[src/ssm_pkg.sv]
// Shared constants, types and helpers for the shear sort matrix block.
package ssm_pkg;

    localparam int MAX_SIDE  = 8;
    localparam int KEY_WIDTH = 32;
    localparam int CELLS     = MAX_SIDE * MAX_SIDE;
    localparam int IDX_W     = $clog2(MAX_SIDE);
    localparam int SIDE_W    = $clog2(MAX_SIDE + 1);
    localparam int RND_W     = $clog2(SIDE_W + 2);
    localparam int ADDR_W    = 3;

    // register map
    localparam logic [ADDR_W-1:0] REG_MATRIX_SIDE = 3'd0;
    localparam logic [SIDE_W-1:0] SIDE_RESET      = SIDE_W'(MAX_SIDE);

    typedef enum logic [1:0] {
        ST_LOAD,
        ST_ROW,
        ST_COL,
        ST_EMIT
    } t_state;

    // per-cell exchange control
    typedef struct packed {
        logic xchg;
        logic take_max;
    } t_xchg;

    // number of row phases: ceil(log2(side)) + 1
    function automatic logic [RND_W-1:0] f_rounds(input logic [SIDE_W-1:0] side);
        logic [SIDE_W:0]  pw;
        logic [RND_W-1:0] r;
        pw = (SIDE_W+1)'(1);
        r  = RND_W'(1);
        for (int i = 0; i < SIDE_W; i++) begin
            if (pw < {1'b0, side}) begin
                pw = pw << 1;
                r  = r + RND_W'(1);
            end
        end
        return r;
    endfunction

endpackage

[src/ssm_cell.sv]
// One matrix cell: holds a key, loads it, or keeps min/max against a neighbor.
module ssm_cell (
    input  logic                              i_clk,
    input  logic                              i_load,
    input  logic signed [ssm_pkg::KEY_WIDTH-1:0] i_load_key,
    input  ssm_pkg::t_xchg                    i_ctl,
    input  logic signed [ssm_pkg::KEY_WIDTH-1:0] i_partner,
    output logic signed [ssm_pkg::KEY_WIDTH-1:0] o_key
);
    import ssm_pkg::*;

    logic signed [KEY_WIDTH-1:0] r_key;
    logic signed [KEY_WIDTH-1:0] n_key;
    logic                        w_less;

    assign w_less = i_partner < r_key;

    always_comb begin
        n_key = r_key;
        if (i_load) begin
            n_key = i_load_key;
        end else if (i_ctl.xchg) begin
            if (i_ctl.take_max) begin
                n_key = w_less ? r_key : i_partner;
            end else begin
                n_key = w_less ? i_partner : r_key;
            end
        end
    end

    always_ff @(posedge i_clk) begin
        r_key <= n_key;
    end

    assign o_key = r_key;
endmodule

[config.mk]
export PLATFORM = sky130hd
export DESIGN_NAME = ssm_cell
export DESIGN_NICKNAME = d
export VERILOG_FILES = /design/src/ssm_pkg.sv /design/src/ssm_cell.sv
export SDC_FILE = /design/constraint.sdc
export NUM_CORES = 1
export LEC_CHECK = 0
export ABC_AREA = 1
export BUFFER_PORTS_ARGS = -buffer_cell sky130_fd_sc_hd__buf_2
export CAP_MARGIN = 20
export CORE_AREA = 2 2 78 80
export DETAILED_ROUTE_END_ITERATION = 8
export DIE_AREA = 0 0 80 82
export PLACE_DENSITY_LB_ADDON = 0.25
export SLEW_MARGIN = 40
export SYNTH_ARGS = -nofsm -noshare
export SYNTH_HDL_FRONTEND = slang
export SYNTH_SLANG_ARGS = --single-unit
[constraint.sdc]
create_clock -name i_clk -period 4.26 [get_ports i_clk]
set_input_delay 0.213 -clock i_clk [delete_from_list [all_inputs] [get_ports i_clk]]
set_output_delay 0.213 -clock i_clk [all_outputs]
set_load 0.01 [all_outputs]
==> impl_results.md <==
- Reg2reg setup slack: 1.82 ns
- Site row count: 28
- DIE AREA: 0.00656 mm²
- Worst Reg-to-Reg Cells: 14
- Final HPWL DP: 3960 µm
- Req. time, crit path: 4.25 ns
- Clock H-tree levels: 2
- Clk Latency, worst-skew pair: 0.28 ns
- Vias per inst: 4.55
- Cell Pwr Density: 325 mW/mm²
- Async set or reset register ratio after synthesis: 0%
- Starting Density: 39.1%
- Most used DFF post-synth: edfxtp_1
- Register area share after synthesis: 42.7%
- DRT antenna net count: 0
- Critical Path AT: 2.43 ns
- Crit end category: register
- Clock power share: 22.7%
- Synth unique cells: 20
- Fill cell total of the finished layout: 603
- Crit share post-route: 57.3%
- TritonCTS buffer count: 5
- Slew headroom: 55.8%
- DR vias: 2068
- Slew Viols, Final: 0
- Peak supply drop: 0.000203 V
- Wire per inst: 11.2 µm
- Most frequent cells after synthesis: 127 x nand2_1, 40 x inv_1, 32 x edfxtp_1, 31 x ha_1, 13 x a21oi_1
- Final hold slack: 0.202 ns
- Final hold vios: 0
- Sw frac: 31.9%
- Tot Pwr: 953 µW
- Global placer's final weighted congestion: 0.762
- Clk sinks: 32
- Synth Area per Inst: 8.06 µm²
- Max reg flops: 32
- Top-area cell type share of the netlist area: 42.7%
- Comb pwr share: 32.6%
- Area growth syn-to-layout: 30.3%
- Mapped Area: 0.00225 mm²
- Placed insts: 448
- Syn_nets: 378
- Initial antenna violation count: 0
- Synthesized instance count: 279
- Root buffer cell: clkbuf_8
- EDFF count, synth: 32
- Setup CP Type: reg -> reg
- Synth warn: 0
- DRC: 0
- Hold buffer count at cts: 0
- Resized cells post-CTS: 0
- Die W: 80 µm
- CTS Buffer Depth: 2
- Yosys reg bits: 32
- Startpoint types: register
- Fin cells: 455
- Most common cell in the synthesized netlist: nand2_1
- Static Leakage: 1.66 nW
- # Max-Cap Violations: 0
- Finished layout cell area: 0.00293 mm²
- Clock slew seen by the registers of the worst setup and hold paths: 0.06 ns
- Flop pwr share: 44.7%
- Wirelength, routed: 5090 µm
- Share of layout cells above drive strength 1: 31.8%
- Die H: 82 µm
- Vias in the first global route: 1870
- Final setup viols: 0
- Reg-to-Reg End: o_key[14]$_DFFE_PP_
- Worst r2r src: o_key[5]$_DFFE_PP_
- DRT Pass-1 Iters: 4
- Placed Area: 0.00285 mm²
- Starting DRT DRC Count: 58
- Top Ports: 100
- RSZ-0062 raised after global routing: false
- Net total in the final layout: 479
- Hold Crit Class: in -> reg
- Setup crit end: o_key[14]$_DFFE_PP_
- CTS tree: yes
- Worst slew pin tran: 0.663 ns
- IO buf count: 99
- Antenna Diode Count: 0
- Critical Path Start: o_key[5]$_DFFE_PP_
- Core Area: 0.00575 mm²
- Worst Path Max Fanout: 18
- Setup TNS: 0 ns
- Setup Buffers After CTS: 0
- Cell internal pwr: 649 µW
- Largest net degree at the start of global routing: 37
- P_sw: 304 µW
- Top cells by area, synth: edfxtp_1 43%, nand2_1 21%, ha_1 17%
- Grt ovf: 0
- GRT Overall Usage: 16.2%
- Fmax: 410 MHz
- Clock Skew: 0.00378 ns
- Tmin final: 2.44 ns
- Cell taking the most area after synthesis: edfxtp_1
- First-pass GRT wire length: 8110 µm
- Status: complete, no violations
worst min path at each step:
stage                        start                  end  slack (ns)  cells past startpoint
global placement     i_load_key[6]   o_key[6]$_DFFE_PP_        0.48                      3
global route        i_load_key[18]  o_key[18]$_DFFE_PP_        0.20                      3
detailed placement  i_load_key[13]  o_key[13]$_DFFE_PP_        0.49                      3
CTS                 i_load_key[13]  o_key[13]$_DFFE_PP_        0.19                      3
finish              i_load_key[10]  o_key[10]$_DFFE_PP_        0.20                      3
floorplan            i_partner[10]  o_key[10]$_DFFE_PP_        0.39                      2
cell usage in the layout, fill, tap and decap left out, types with 2 or more instances in the layout:
cell type    n
nand2_1    127
ha_1        31
o21ai_0      4
inv_1       40
inv_2        2
clkbuf_8     5
a21oi_1     13
edfxtp_1    32
nand3_2      2
buf_2       99
nand3_1      2
nor2_1       7
a21oi_2      2
nor2_2       2
nor3_2       2
stage by stage:
stage / setup WS [ns] / utilization (%)
after floorplan: 1.04 / -
after global placement: 1.67 / 49.2
after detailed placement: 1.78 / 49.7
after CTS: 1.77 / 51.0
after global routing: 1.57 / 51.0
final: 1.82 / 51.0
cells by family after synthesis:
kind of cell               after synthesis  share of synthesized area (%)
buffers and inverters                   49                           8.24
AOI/OAI and AO/OA                       22                           5.90
and+or+nand+nor                        145                           25.9
adders and majority gates               31                           17.3
DFF                                     32                           42.7
power by group through the flow:
stage / combinational, mW / sequential (mW) / clock, mW
after floorplan: 0.161 / 0.456 / 0
after global placement: 0.296 / 0.433 / 0
after detailed placement: 0.315 / 0.432 / 0
after CTS: 0.318 / 0.426 / 0.224
after global routing: 0.356 / 0.431 / 0.240
final: 0.310 / 0.426 / 0.217
final cells by class:
cell class / instances / area (µm²) / area share (%)
well taps: 75 / 93.8 / 3.20
flip-flops and latches: 32 / 961 / 32.8
repair buffers: 101 / 531 / 18.1
clock buffers: 6 / 72.6 / 2.48
clock inverters: 1 / 5.00 / 0.171
multi-input cells: 198 / 1110 / 37.9
inverters: 42 / 158 / 5.38
critical path, cell delays in order, from the launching register on:
cell and delay, ns:
edfxtp_1 0.38, inv_1 0.07, ha_1 0.23, a21oi_1 0.15
nor2_1 0.06, nor3_2 0.09, nand2_1 0.08, nand2_1 0.05
nand2_1 0.06, nand2_1 0.08, nand2_1 0.05, nand2_1 0.08
a21oi_1 0.11, nor2_4 0.44, buf_16 0.22
layer usage:
| metal | track usage, % | vias up | routed length (µm) |
|---|---|---|---|
| met1 | 19.6 | 909 | 2220 |
| met5 | 0 | - | 0 |
| li1 | - | 1086 | - |
| met2 | 28.5 | 71 | 2480 |
| met4 | 3.56 | 0 | 19 |
| met3 | 4.84 | 2 | 382 |
Note: power is estimated with default switching activity, not from simulation.
